--- src/hw/rtl/gdv_ram.sv ---
`default_nettype none
module gdv_ram #(
    parameter int unsigned WIDTH  = 8,
    parameter int unsigned DEPTH  = 64,
    parameter int unsigned ADDR_W = 6
) (
    input  wire logic              clk,
    input  wire logic              wr_en,
    input  wire logic [ADDR_W-1:0] wr_addr,
    input  wire logic [WIDTH-1:0]  wr_data,
    input  wire logic [ADDR_W-1:0] rd_addr,
    output logic      [WIDTH-1:0]  rd_data
);

    logic [WIDTH-1:0] mem [DEPTH];

    always_ff @(posedge clk)
    begin
        if (wr_en)
        begin
            mem[wr_addr] <= wr_data;
        end
        rd_data <= mem[rd_addr];
    end

endmodule
`default_nettype wire

--- config.mk ---
export PLATFORM = sky130hd
export DESIGN_NAME = gdv_ram
export DESIGN_NICKNAME = d
export VERILOG_FILES = /design/src/hw/rtl/gdv_ram.sv
export SDC_FILE = /design/constraint.sdc
export NUM_CORES = 1
export LEC_CHECK = 0
export CAP_MARGIN = 20
export CORE_MARGIN = 2
export CORE_UTILIZATION = 63
export CTS_CLUSTER_SIZE = 20
export DETAILED_ROUTE_END_ITERATION = 16
export DONT_BUFFER_PORTS = 1
export MAX_ROUTING_LAYER = met4
export PLACE_DENSITY_LB_ADDON = 0.1
export SETUP_SLACK_MARGIN = 0.2
export SYNTH_ARGS = -nofsm -noshare
export SYNTH_HDL_FRONTEND = slang
export SYNTH_SLANG_ARGS = --single-unit
--- constraint.sdc ---
create_clock -name clk -period 1.9 [get_ports clk]
set_input_delay 0.095 -clock clk [delete_from_list [all_inputs] [get_ports clk]]
set_output_delay 0.095 -clock clk [all_outputs]
set_load 0.02 [all_outputs]
## Word-level counts from Yosys, hierarchy flattened

Memory sizes are Yosys's and may differ from the RTL's. A register that Yosys moved wholly into a read port is not among the register bits.
Cells that the tools add are included.

| storage, ports and cells | value |
|---|---|
| bits in registers | 0 |
| bits in latches | 0 |
| memory bits (writable) | 512 |
| bits in read-only memories | 0 |
| input bits | 22 |
| word-level logic and storage cells | 3 |
| memories | 1 |

| operators by class | value |
|---|---|
| add/subtract/negate cells | 0 |
| $mul | 0 |
| divide/modulo/power cells | 0 |
| $lt $le $gt $ge | 0 |
| eq/ne operators | 0 |
| shift-type cells | 0 |
| multiplexer cells | 2 |
| bitwise gates (word level) | 0 |
| reductions and logical operators | 0 |

Memories:

| memory | words | width | rd ports | clocked after memory_dff | write ports | line | text |
|---|---|---|---|---|---|---|---|
| mem | 64 | 8 | 1 | 1 | 1 | 15 | `logic [WIDTH-1:0] mem [DEPTH];` |

Operator list:

| operator | count |
|---|---|
| 1-bit 2-to-1 mux | 2 |

## Logic depth before layout (Yosys ltp)

| depth | value |
|---|---|
| depth in word-level cells | 2 |
| gate-level depth with buffers | 9 |
| gate-level depth less buffers | 5 |

## Worst setup path before layout

OpenSTA, ideal clock, no wires.

| path | value |
|---|---|
| path type | in2reg |
| from | input port rd_addr[1] |
| to | register rd_data[3], read port of mem |
| arrival time | 1,635 ps |
| data required time | 1,772 ps |
| setup slack | 137 ps |
| cell stages on the path | 7 |
| cell sequence | buf_4 -> buf_2 -> buf_2 -> mux4_2 -> mux4_2 -> o21ai_1 -> o41ai_1 |

RTL lines:

| what | line | text |
|---|---|---|
| start, declared | 11 | `input wire logic [ADDR_W-1:0] rd_addr,` |
| end, declared | 12 | `output logic [WIDTH-1:0] rd_data` |

==> flow_metrics.tcl <==
set metrics [dict create \
    status "finished with violations" \
    violations "negative hold slack, negative setup slack" \
    crit_type "reg2reg" \
    timing.final.ws_setup_ns -0.004088 \
    via_per_inst 6.615 \
    rsz0062_at_grt "yes" \
    synth_top_family_by_area "multiplexers" \
    end_kind "flop" \
    hold_class "in2reg" \
    clkTransAtPathRegs_ns 0.06 \
    synth_common_cells "512 x edfxtp_1, 126 x mux4_2, 83 x nor2_1, 23 x mux2i_1, 19 x nand2_1" \
    post-synth-top-count-cell "edfxtp_1" \
    grt_pass1_vias 10180 \
    diodes 0 \
    async_flop_share_pct 0 \
    synth_top_area_share_pct 76.24 \
    fin_skew_ns 0.01916 \
    nets 1068 \
    timing.slew.headroom_pct 56.81 \
    drt-wirelength-per-cell_um 29.17 \
    seqPwrFrac_pct 52.9 \
    max_freq_mhz 525.2 \
    setup_viol 1 \
    synthDistinctLibCells 40 \
    cp.arrival_ns 2.34 \
    p_clk_share_pct 42.9 \
    synthXorXnorAreaFrac_pct 0 \
    avgSynthCellArea_um2 21.45 \
    p_int_mw 19.53 \
    drc 0 \
    globalRouteTotalUtil_pct 27.80 \
    first_pass_iters 5 \
    gp_congestion 0.8513 \
    p_leak_nw 7.509 \
    powerDensity_nw_per_um2 1034 \
    min_from "rd_addr[5]" \
    synth_seq_area_share_pct 77.03 \
    hold_depth 1 \
    p_sw_mw 4.609 \
    grt_max_degree 138 \
    finalWirelength_um 43430 \
    finalCritPeriodShare_pct 100.2 \
    cts_htree_levels 2 \
    syn_inst 940 \
    place_inst 1377 \
    yosys.area_share.simple_pct 3.388 \
    start_util_pct 63.91 \
    cts-root-buf "clkbuf_16" \
    yosysWarnings 0 \
    num-fill-cells 1756 \
    overflow 0 \
    r2r_end "rd_data[4]" \
    cts_buffers 50 \
    grt_pass1_wl_um 64610 \
    cts_hold_buf 19 \
    dr_total_vias 9849 \
    ff_latch_area_um2 15530 \
    synth_edf_count 512 \
    syn-cell-area_um2 20170 \
    slew_viol_final 0 \
    multi_input_area_um2 4566 \
    worstHoldEndpoint "rd_data[4]" \
    pin_count 30 \
    cts_tree "yes" \
    rows 65 \
    yosys-top-cells-area "edfxtp_1 76%, mux4_2 14%, nor2_1 1.5%" \
    combPwrFrac_pct 4.2 \
    synth_compound_area_share_pct 2.072 \
    die_h_um 182.9 \
    muxShareOfSynthArea_pct 15.94 \
    start_kind "flop" \
    r2r_cells 5 \
    whs_ns -0.3265 \
    instances_no_fill 1489 \
    synth_flop_cell "edfxtp_1" \
    hold_violations 8 \
    synthesis.nets 962 \
    portBuffers 0 \
    r2r-start "mem[21][4]" \
    reg2reg_slack_ns -0.004 \
    core-area_um2 31560 \
    clock_path_buffers 3 \
    worst_pin_slew_ns 0.6419 \
    antenna_found_initial 0 \
    die_x_um 182.9 \
    peakVddDrop_v 0.0008711 \
    switching_share_pct 19.09 \
    required_ns 2.33 \
    cts.sinks 520 \
    dieArea_um2 33460 \
    drtAntennaViolNets 0 \
    hpwlAfterDp_um 24830 \
    drv_cap 0 \
    worstPathMaxFanout 1 \
    post_cts_buffers 0 \
    drive_gt1_share_pct 31.37 \
    yosys.area.top_type "edfxtp_1" \
    clock_latency_ns 0.55 \
    drt_iter0_drc 1026 \
    period_minus_slack_ns 1.904 \
    syn_to_final_growth_pct 15.80 \
    ys_ff_latch 520 \
    yosys.area_share.adder_pct 0 \
]
repair_timing:
item	CTS	global route
cloned	0	0
pin swaps	11	1
endpoints found under the hold margin	565	8
gates resized for setup	42	5
endpoints found under the setup margin	8	8
power by group through the flow:
stage	logic (mW)	clock network, mW	registers (mW)
final	1.01	10.4	12.8
after global routing	1.07	10.9	12.8
after CTS	1.00	10.5	12.8
after detailed placement	0.680	0	13.0
after global placement	0.668	0	13.0
after floorplan	0.679	0	13.0
sequential cells by signal, indices dropped and copies added (netlist names):
signal and cells:
rd_data 8, mem 512
worst max-delay path by stage:
stage / depth (start not counted) / start / end / slack, ns
after CTS: 5 / mem[21][4] / rd_data[4] / -0.02
after global placement: 5 / mem[3][3] / rd_data[3] / -0.30
after global routing: 5 / mem[21][4] / rd_data[4] / -0.04
final: 5 / mem[21][4] / rd_data[4] / -0.004
after floorplan: 5 / mem[29][4] / rd_data[4] / 0.21
after detailed placement: 5 / mem[1][3] / rd_data[3] / -0.28
metal layers:
layer  GRT usage, %  vias up  part of all wire [%]
met5              -        -                     0
met4          10.53        0                   4.0
met3          5.500      105                   8.1
met2          43.06      455                    49
met1          37.59     5151                    39
li1               -     4138                     -
worst max-delay path: stages, from the launching register on:
cell,delay [ns]
edfxtp_1,0.39
mux4_2,0.50
mux2_2,0.29
o221a_4,0.28
nor3_4,0.20
o32ai_2,0.13
final cells by class:
class | count | area share [%]
Clock buffer | 68 | 6.263
Clock inverter | 25 | 1.318
Multi-Input combinational cell | 369 | 19.55
Sequential cell | 520 | 66.52
Tap cell | 402 | 2.154
Timing Repair Buffer | 105 | 4.195
placed cells by master, fill, tap and decap left out, drive strengths merged, types with 2 or more instances in the layout:
master         n
a2111oi        2
a211oi         4
a21oi          3
a221oi         6
a22oi          3
buf           94
bufinv         7
clkbuf        68
clkinv        17
dfxtp          8
dlygate4sd3   11
edfxtp       512
mux2          13
mux2i         23
mux4         126
nand2         19
nand2b         7
nand3         13
nand3b         3
nand4          2
nor2          83
nor2b         14
nor3           7
nor4           2
o2111ai        3
o21a           2
o21ai          4
o221a          2
o221ai         8
o22ai          8
o2bb2ai        3
o32ai          2
o41ai          2
logic make-up (layout without fill, tap and decap cells):
logic type,after synthesis,count (layout)
flops,520,520
compound gates,54,54
buf+inv,51,198
mux,162,162
simple gates,153,153
through the flow:
stage	util (%)	setup TNS [ns]	instance area [um2]	power (mW)	setup slack [ns]
floorplan	-	0	20180	13.67	0.2078
global placement	66.55	-0.8047	21000	13.67	-0.3018
detailed placement	66.55	-0.9113	21000	13.69	-0.2846
CTS	73.92	-0.01588	23320	24.26	-0.01588
global route	74.01	-0.06800	23350	24.77	-0.03911
finish	74.01	-0.004088	23350	24.14	-0.004088
(Power assumes the default switching activity.)
