$ cat src/hw/rtl/gdv_pkg.sv
`default_nettype none
package gdv_pkg;

    localparam int unsigned MaxVertices = 64;
    localparam int unsigned AdjSlots    = MaxVertices + 1;
    localparam int unsigned VidW        = 6;
    localparam int unsigned LenW        = 7;
    localparam int unsigned AdjDepth    = MaxVertices * AdjSlots;
    localparam int unsigned AdjAddrW    = 13;
    localparam int unsigned StackW      = VidW + LenW;

    typedef enum logic [1:0] {
        OP_VERTEX = 2'd0,
        OP_EDGE   = 2'd1,
        OP_WALK   = 2'd2,
        OP_NONE   = 2'd3
    } op_t;

    typedef enum logic [1:0] {
        ST_VISIT   = 2'd0,
        ST_DUP     = 2'd1,
        ST_MISSING = 2'd2
    } status_t;

    typedef enum logic [3:0] {
        S_IDLE,
        S_EDGE_A,
        S_EDGE_SELF,
        S_EDGE_B,
        S_WALK_LEN,
        S_WALK_CHK,
        S_WALK_ADJ,
        S_WALK_POP
    } state_t;

    // One row of the vertex table: adjacency length and edge bitmap.
    typedef struct packed {
        logic [LenW-1:0]        len;
        logic [MaxVertices-1:0] bits;
    } row_t;

endpackage
`default_nettype wire

$ cat src/hw/rtl/gdv_vertex_table.sv
`default_nettype none
module gdv_vertex_table
    import gdv_pkg::*;
(
    input  wire logic            clk,
    input  wire logic            rst_n,
    input  wire logic            wr_en,
    input  wire logic [VidW-1:0] wr_addr,
    input  wire row_t            wr_data,
    input  wire logic [VidW-1:0] rd_addr,
    output row_t                 rd_data
);

    row_t                   mem [MaxVertices];
    row_t                   rd_raw_reg;
    logic                   rd_valid_reg;
    logic [MaxVertices-1:0] valid_reg;

    always_ff @(posedge clk)
    begin
        if (wr_en)
        begin
            mem[wr_addr] <= wr_data;
        end
        rd_raw_reg <= mem[rd_addr];
    end

    // Rows never written read as empty.
    always_ff @(posedge clk or negedge rst_n)
    begin
        if (!rst_n)
        begin
            valid_reg    <= '0;
            rd_valid_reg <= 1'b0;
        end
        else
        begin
            if (wr_en)
            begin
                valid_reg[wr_addr] <= 1'b1;
            end
            rd_valid_reg <= valid_reg[rd_addr];
        end
    end

    assign rd_data = rd_valid_reg ? rd_raw_reg : '0;

endmodule
`default_nettype wire

$ cat config.mk
export PLATFORM = sky130hd
export DESIGN_NAME = gdv_vertex_table
export DESIGN_NICKNAME = d
export VERILOG_FILES = /design/src/hw/rtl/gdv_pkg.sv /design/src/hw/rtl/gdv_vertex_table.sv
export SDC_FILE = /design/constraint.sdc
export NUM_CORES = 2
export LEC_CHECK = 0
export BUFFER_PORTS_ARGS = -buffer_cell sky130_fd_sc_hd__clkbuf_2
export CORE_MARGIN = 4
export CORE_UTILIZATION = 43
export CTS_BUF_LIST = sky130_fd_sc_hd__clkbuf_16
export CTS_CLUSTER_SIZE = 20
export DETAILED_ROUTE_END_ITERATION = 10
export GPL_TIMING_DRIVEN = 0
export PLACE_DENSITY = 0.55
export RECOVER_POWER = 100
export SLEW_MARGIN = 20
export SYNTH_ARGS = -nofsm -noshare
export SYNTH_HDL_FRONTEND = slang
export SYNTH_MEMORY_MAX_BITS = 65536
export SYNTH_SLANG_ARGS = --single-unit
$ cat constraint.sdc
create_clock -name clk -period 2.8 [get_ports clk]
set_input_delay 0.56 -clock clk [delete_from_list [all_inputs] [get_ports clk]]
set_output_delay 0.56 -clock clk [all_outputs]
set_load 0.02 [all_outputs]
* After elaboration in Yosys (flattened, before gate mapping)
Memory sizes are Yosys's and may differ from the RTL's. A register that Yosys moved wholly into a read port is not among the register bits.
Cells that the tools add are included.
** Word-level totals
- Register bits :: 65
- Memory bits (writable) :: 4544
- Output and inout port bits :: 71
- Logic and storage cells :: 15
- Memories :: 1
** Operators by class
- Order comparisons :: 3
- Muxes and demuxes :: 7
- Bitwise operators :: 1
- Reductions and logical operators :: 1
** Memory list
- mem :: depth 64, width 71, read ports 1, clocked after memory_dff 1, wr ports 1, line gdv_vertex_table.sv:14 : row_t mem [MaxVertices];
** Operators with widths (number)
- $mux W71 :: 1
- $or A64 B64 Y64 :: 1
- $lt A6 B7 Y1 const B :: 2
- $bmux W1 S6 :: 1
- $demux W1 S6 :: 1
- $ge A6 B1 Y1 const B :: 1
- $mux W1 :: 4
- $logic_and A1 B1 Y1 :: 1

* Logic depth before layout (Yosys ltp)
- Depth in word-level cells :: 5
- Gate-level depth with buffers :: 11

* Worst setup path after synthesis
Ideal clock, no wire load.
- Path type :: input port to flip-flop
- From :: input port wr_addr[3]
- To :: register valid_reg[48]
- Data arrival time :: 6.600 ns
- Required time :: 2.705 ns
- Path slack :: -3.895 ns
- Cell stages on the path :: 5
- Path buffers :: 1
- Cell sequence :: clkbuf_1 > nand4b_1 > or2_2 > nor3_1 > or2_2
** On the way
- Word-level cells in the longest chain between the ends :: 5
** Ends and longest elaborated chain
- start: declaration :: line gdv_vertex_table.sv:8 : input wire logic [VidW-1:0] wr_addr,
- $lt A6 B7 Y1 (not written as such) / $ge A6 B1 Y1 (equally long branches) :: line gdv_vertex_table.sv:40 : valid_reg[wr_addr] <= 1'b1;
- $logic_and A1 B1 Y1 (not written as such) :: line gdv_vertex_table.sv:40
- $mux W1 (not written as such) :: line gdv_vertex_table.sv:40
- $demux W1 S6 * :: line gdv_vertex_table.sv:40
- $or A64 B64 Y64 (no line) *
- end signal: assignment :: line gdv_vertex_table.sv:33 : valid_reg <= '0;
- end signal: indexed assignment :: line gdv_vertex_table.sv:40
- end: declaration :: line gdv_vertex_table.sv:17 : logic [MaxVertices-1:0] valid_reg;
Every way passes the cells marked *; elsewhere a longest branch is shown, timed or not.
A chain may end at the register's enable or synchronous reset.

==> metrics.cfg <==
[hold_path]
holdPathStages = 3
hold_end = mem[51][24]
hp-class = input port to flip-flop
worstHoldStart = wr_addr[1]

[layout]
register_area_sq_um = 140000
largest_register_ffs = 4544
multi_input_area_sq_um = 36100
drive_above_1_share_pct = 34.4
area_delta_synth_final_pct = 16.3
final_cell_mix = edfxtp_1, mux4_2, clkbuf_16
layout_commonest_cell = edfxtp_1
fillers = 32200
fin_nets = 8280
fin_cells = 14000

[setup_path]
crit_chain = clkbuf_2 > buf_6 > buf_4 > buf_6 > buf_4 > mux4_2 > a22oi_1 > nand2_1 > o21ai_0 > a22oi_1
endpoint_kind = flip-flop
cp_slowest_cell = o21ai_0
reg2reg_from = mem[23][33]
cp.required_ns = 3.60
ff2ff_setup_slack_ns = 0.54
crit_buf_inv = 5
timing.rr.end = rd_raw_reg[33]
crit_fanout = 10
worstRegToRegCells = 4
cp_top_family = buffers and inverters
slowest_delay_ns = 0.52
arrival_ns = 3.68
start_kind = input port
critPathKind = input port to flip-flop

[drt]
num_vias = 85300
ant_nets = 0
wirelength_mm = 521
first_pass_iters = 5
drtIter0Drc = 11900
drc = 0
wire_per_inst_microns = 37.1
viasPerCell = 6.08

[synthesis]
synth_edf_count = 4544
synth-compound-area-share_pct = 1.19
netlist_area_sq_um = 177000
synthTopCellsByArea = edfxtp_1, mux4_2, dfrtp_1
yosys.area.top_type_share_pct = 77.3
synth.avg_cell_area_sq_um = 24.4
synth-adder-area-share_pct = 0
synth_xor_area_share_pct = 0
async_flop_share_pct = 1.39
ys_ff_latch = 4680
synthMuxAreaShare_pct = 17.7
synth_nets = 7325
syn_inst = 7239
synth_cell_type_count = 34
synth_warnings = 0
synth_top_family_by_area = multiplexers
yosysSeqAreaShare_pct = 79.0
synth_top_area_cell = edfxtp_1
yosys.area_share.simple_pct = 1.06
synth_top_flop_cell = edfxtp_1

[power_and_ir_drop]
power_frac_clock_pct = 40.6
p_switching_w = 0.0322
seq_power_share_pct = 53.0
swShare_pct = 21.9
p_leak_nw = 65.2
power_density_nw_per_um2 = 716
ir_drop_mv = 0.629
p_comb_share_pct = 6.4
internal_power_w = 0.115

[global_route]
grt_pass1_wl_mm = 714
grt_pass1_vias = 85700
grt_max_degree = 65
grt_overflow = 0
grt_usage_pct = 24.5
antenna_found_initial = 56

[clock_network]
clock_path_buffers = 4
htreeDepth = 5
clk_pin_slew_ns = 0.06
cts_buffers = 463
cts_tree = built
cts.sinks = 4680
clockRootBuffer = clkbuf_16
clk_latency_ns = 1.01

[floorplan]
die_area_sq_um = 421000
io_pins = 157
core-area_sq_um = 409000
die_h_microns = 649
dieWidth_microns = 649
initial_core_util_pct = 43.1
rows = 235

[timing]
finalSetupViolations = 59
max_slew_margin_pct = -109
hold_ws_ns = 0.0741
finalCriticalPeriod_ns = 2.89
worst_slew_pin_slew_ns = 3.14
hold_viol = 0
finalWorstSetupSlack_ns = -0.0860
period_share_pct = 103
fmax_mhz = 346
fin_skew_ns = 0.0435
drv_slew = 3434
rsz0062_at_grt = yes

[flow_run]
cap_violations = 56

[run_status]
violations = capacitance limit, slew limit, setup timing
status = finished, violations left

[placement]
globalplace.congestion = 0.810
io_buffers = 148
dp_hpwl_mm = 353
placedCellCount = 13200

-- layout make-up --
type | instances | share of cell area [%]
buffer | 390 | 1.19
antenna | 22 | 0.0268
clock buffer | 467 | 5.69
sequential | 4680 | 67.9
multi-input combinational | 2165 | 17.6
timing repair buffer | 493 | 2.90
clock inverter | 376 | 1.34
inverter | 1 | 0.00183
tap | 5451 | 3.32
-- synthesized netlist by cell type, drive strengths merged, types with 8 or more instances --
master and n:
a211oi 8, a21oi 49, a221oi 21, a22o 8
a22oi 32, a31oi 32, and2 74, buf 235
clkbuf 158, dfrtp 65, dfxtp 71, edfxtp 4544
mux2 32, mux2i 108, mux4 1325, nand2 67
nor2 113, nor2b 9, nor3 19, o21ai 48
o221ai 21, o22ai 108, or2 67
-- power groups by stage --
stage          registers, W  logic (W)  clock network (W)
5_1_grt              0.0780    0.00986             0.0635
2_1_floorplan        0.0792    0.00438                  0
3_5_place_dp         0.0793    0.00882                  0
3_3_place_gp         0.0793    0.00843                  0
4_1_cts              0.0779    0.00962             0.0605
6_report             0.0780    0.00945             0.0596
-- worst register-to-register path: cells and delay by family (launching register included) --
kind               cells  cell delay [ns]
and+or+nand+nor        1             0.17
DFF                    1             0.37
AOI/OAI and AO/OA      1             0.52
muxes                  2             1.01
-- timing repair --
action	in CTS	in global routing
setup endpoints to repair	143	101
setup buffers	9	8
resized for setup	459	79
hold buffers	4	0
pin swaps	13	20
gates cloned	4	0
endpoints found under the hold margin	71	0
-- through the flow --
step / power (W) / setup TNS, ns / util (%) / worst slack (ns) / cell area [sq um]
after floorplan: 0.0836 / -834.17 / - / -0.675 / 177000
after global placement: 0.0878 / - / 45.1 / -3.82 / 185000
after detailed placement: 0.0882 / -903.67 / 46.9 / -2.75 / 192000
after CTS: 0.148 / -1.87 / 50.9 / -0.0837 / 208000
after global routing: 0.151 / -0.319 / 50.2 / -0.0199 / 205000
final: 0.147 / -1.42 / 50.2 / -0.0860 / 205000
-- cell families after synthesis --
family | after synthesis
multiplexers | 1465
AND/OR/NAND/NOR | 373
buffers and inverters | 394
flip-flops | 4680
AO/OA/AOI/OAI | 327
-- per-layer routing --
metal	routed length (microns)	track usage [%]
met1	209000	34.8
met2	251000	39.4
met3	47000	4.72
met4	14300	5.98
met5	166	0
-- worst max path at each step --
stage            startpoint              to  slack [ns]  cells past startpoint
6_report         rd_addr[2]  rd_raw_reg[15]       -0.09                     10
3_3_place_gp     wr_addr[5]      mem[54][1]       -3.82                      4
2_1_floorplan    wr_addr[3]      mem[50][0]       -0.67                      4
5_1_grt        rd_valid_reg     rd_data[47]       -0.02                      5
4_1_cts        rd_valid_reg      rd_data[2]       -0.08                      5
3_5_place_dp     rd_addr[2]   rd_raw_reg[1]       -2.75                     10
Note: power is estimated with default switching activity, not from simulation.
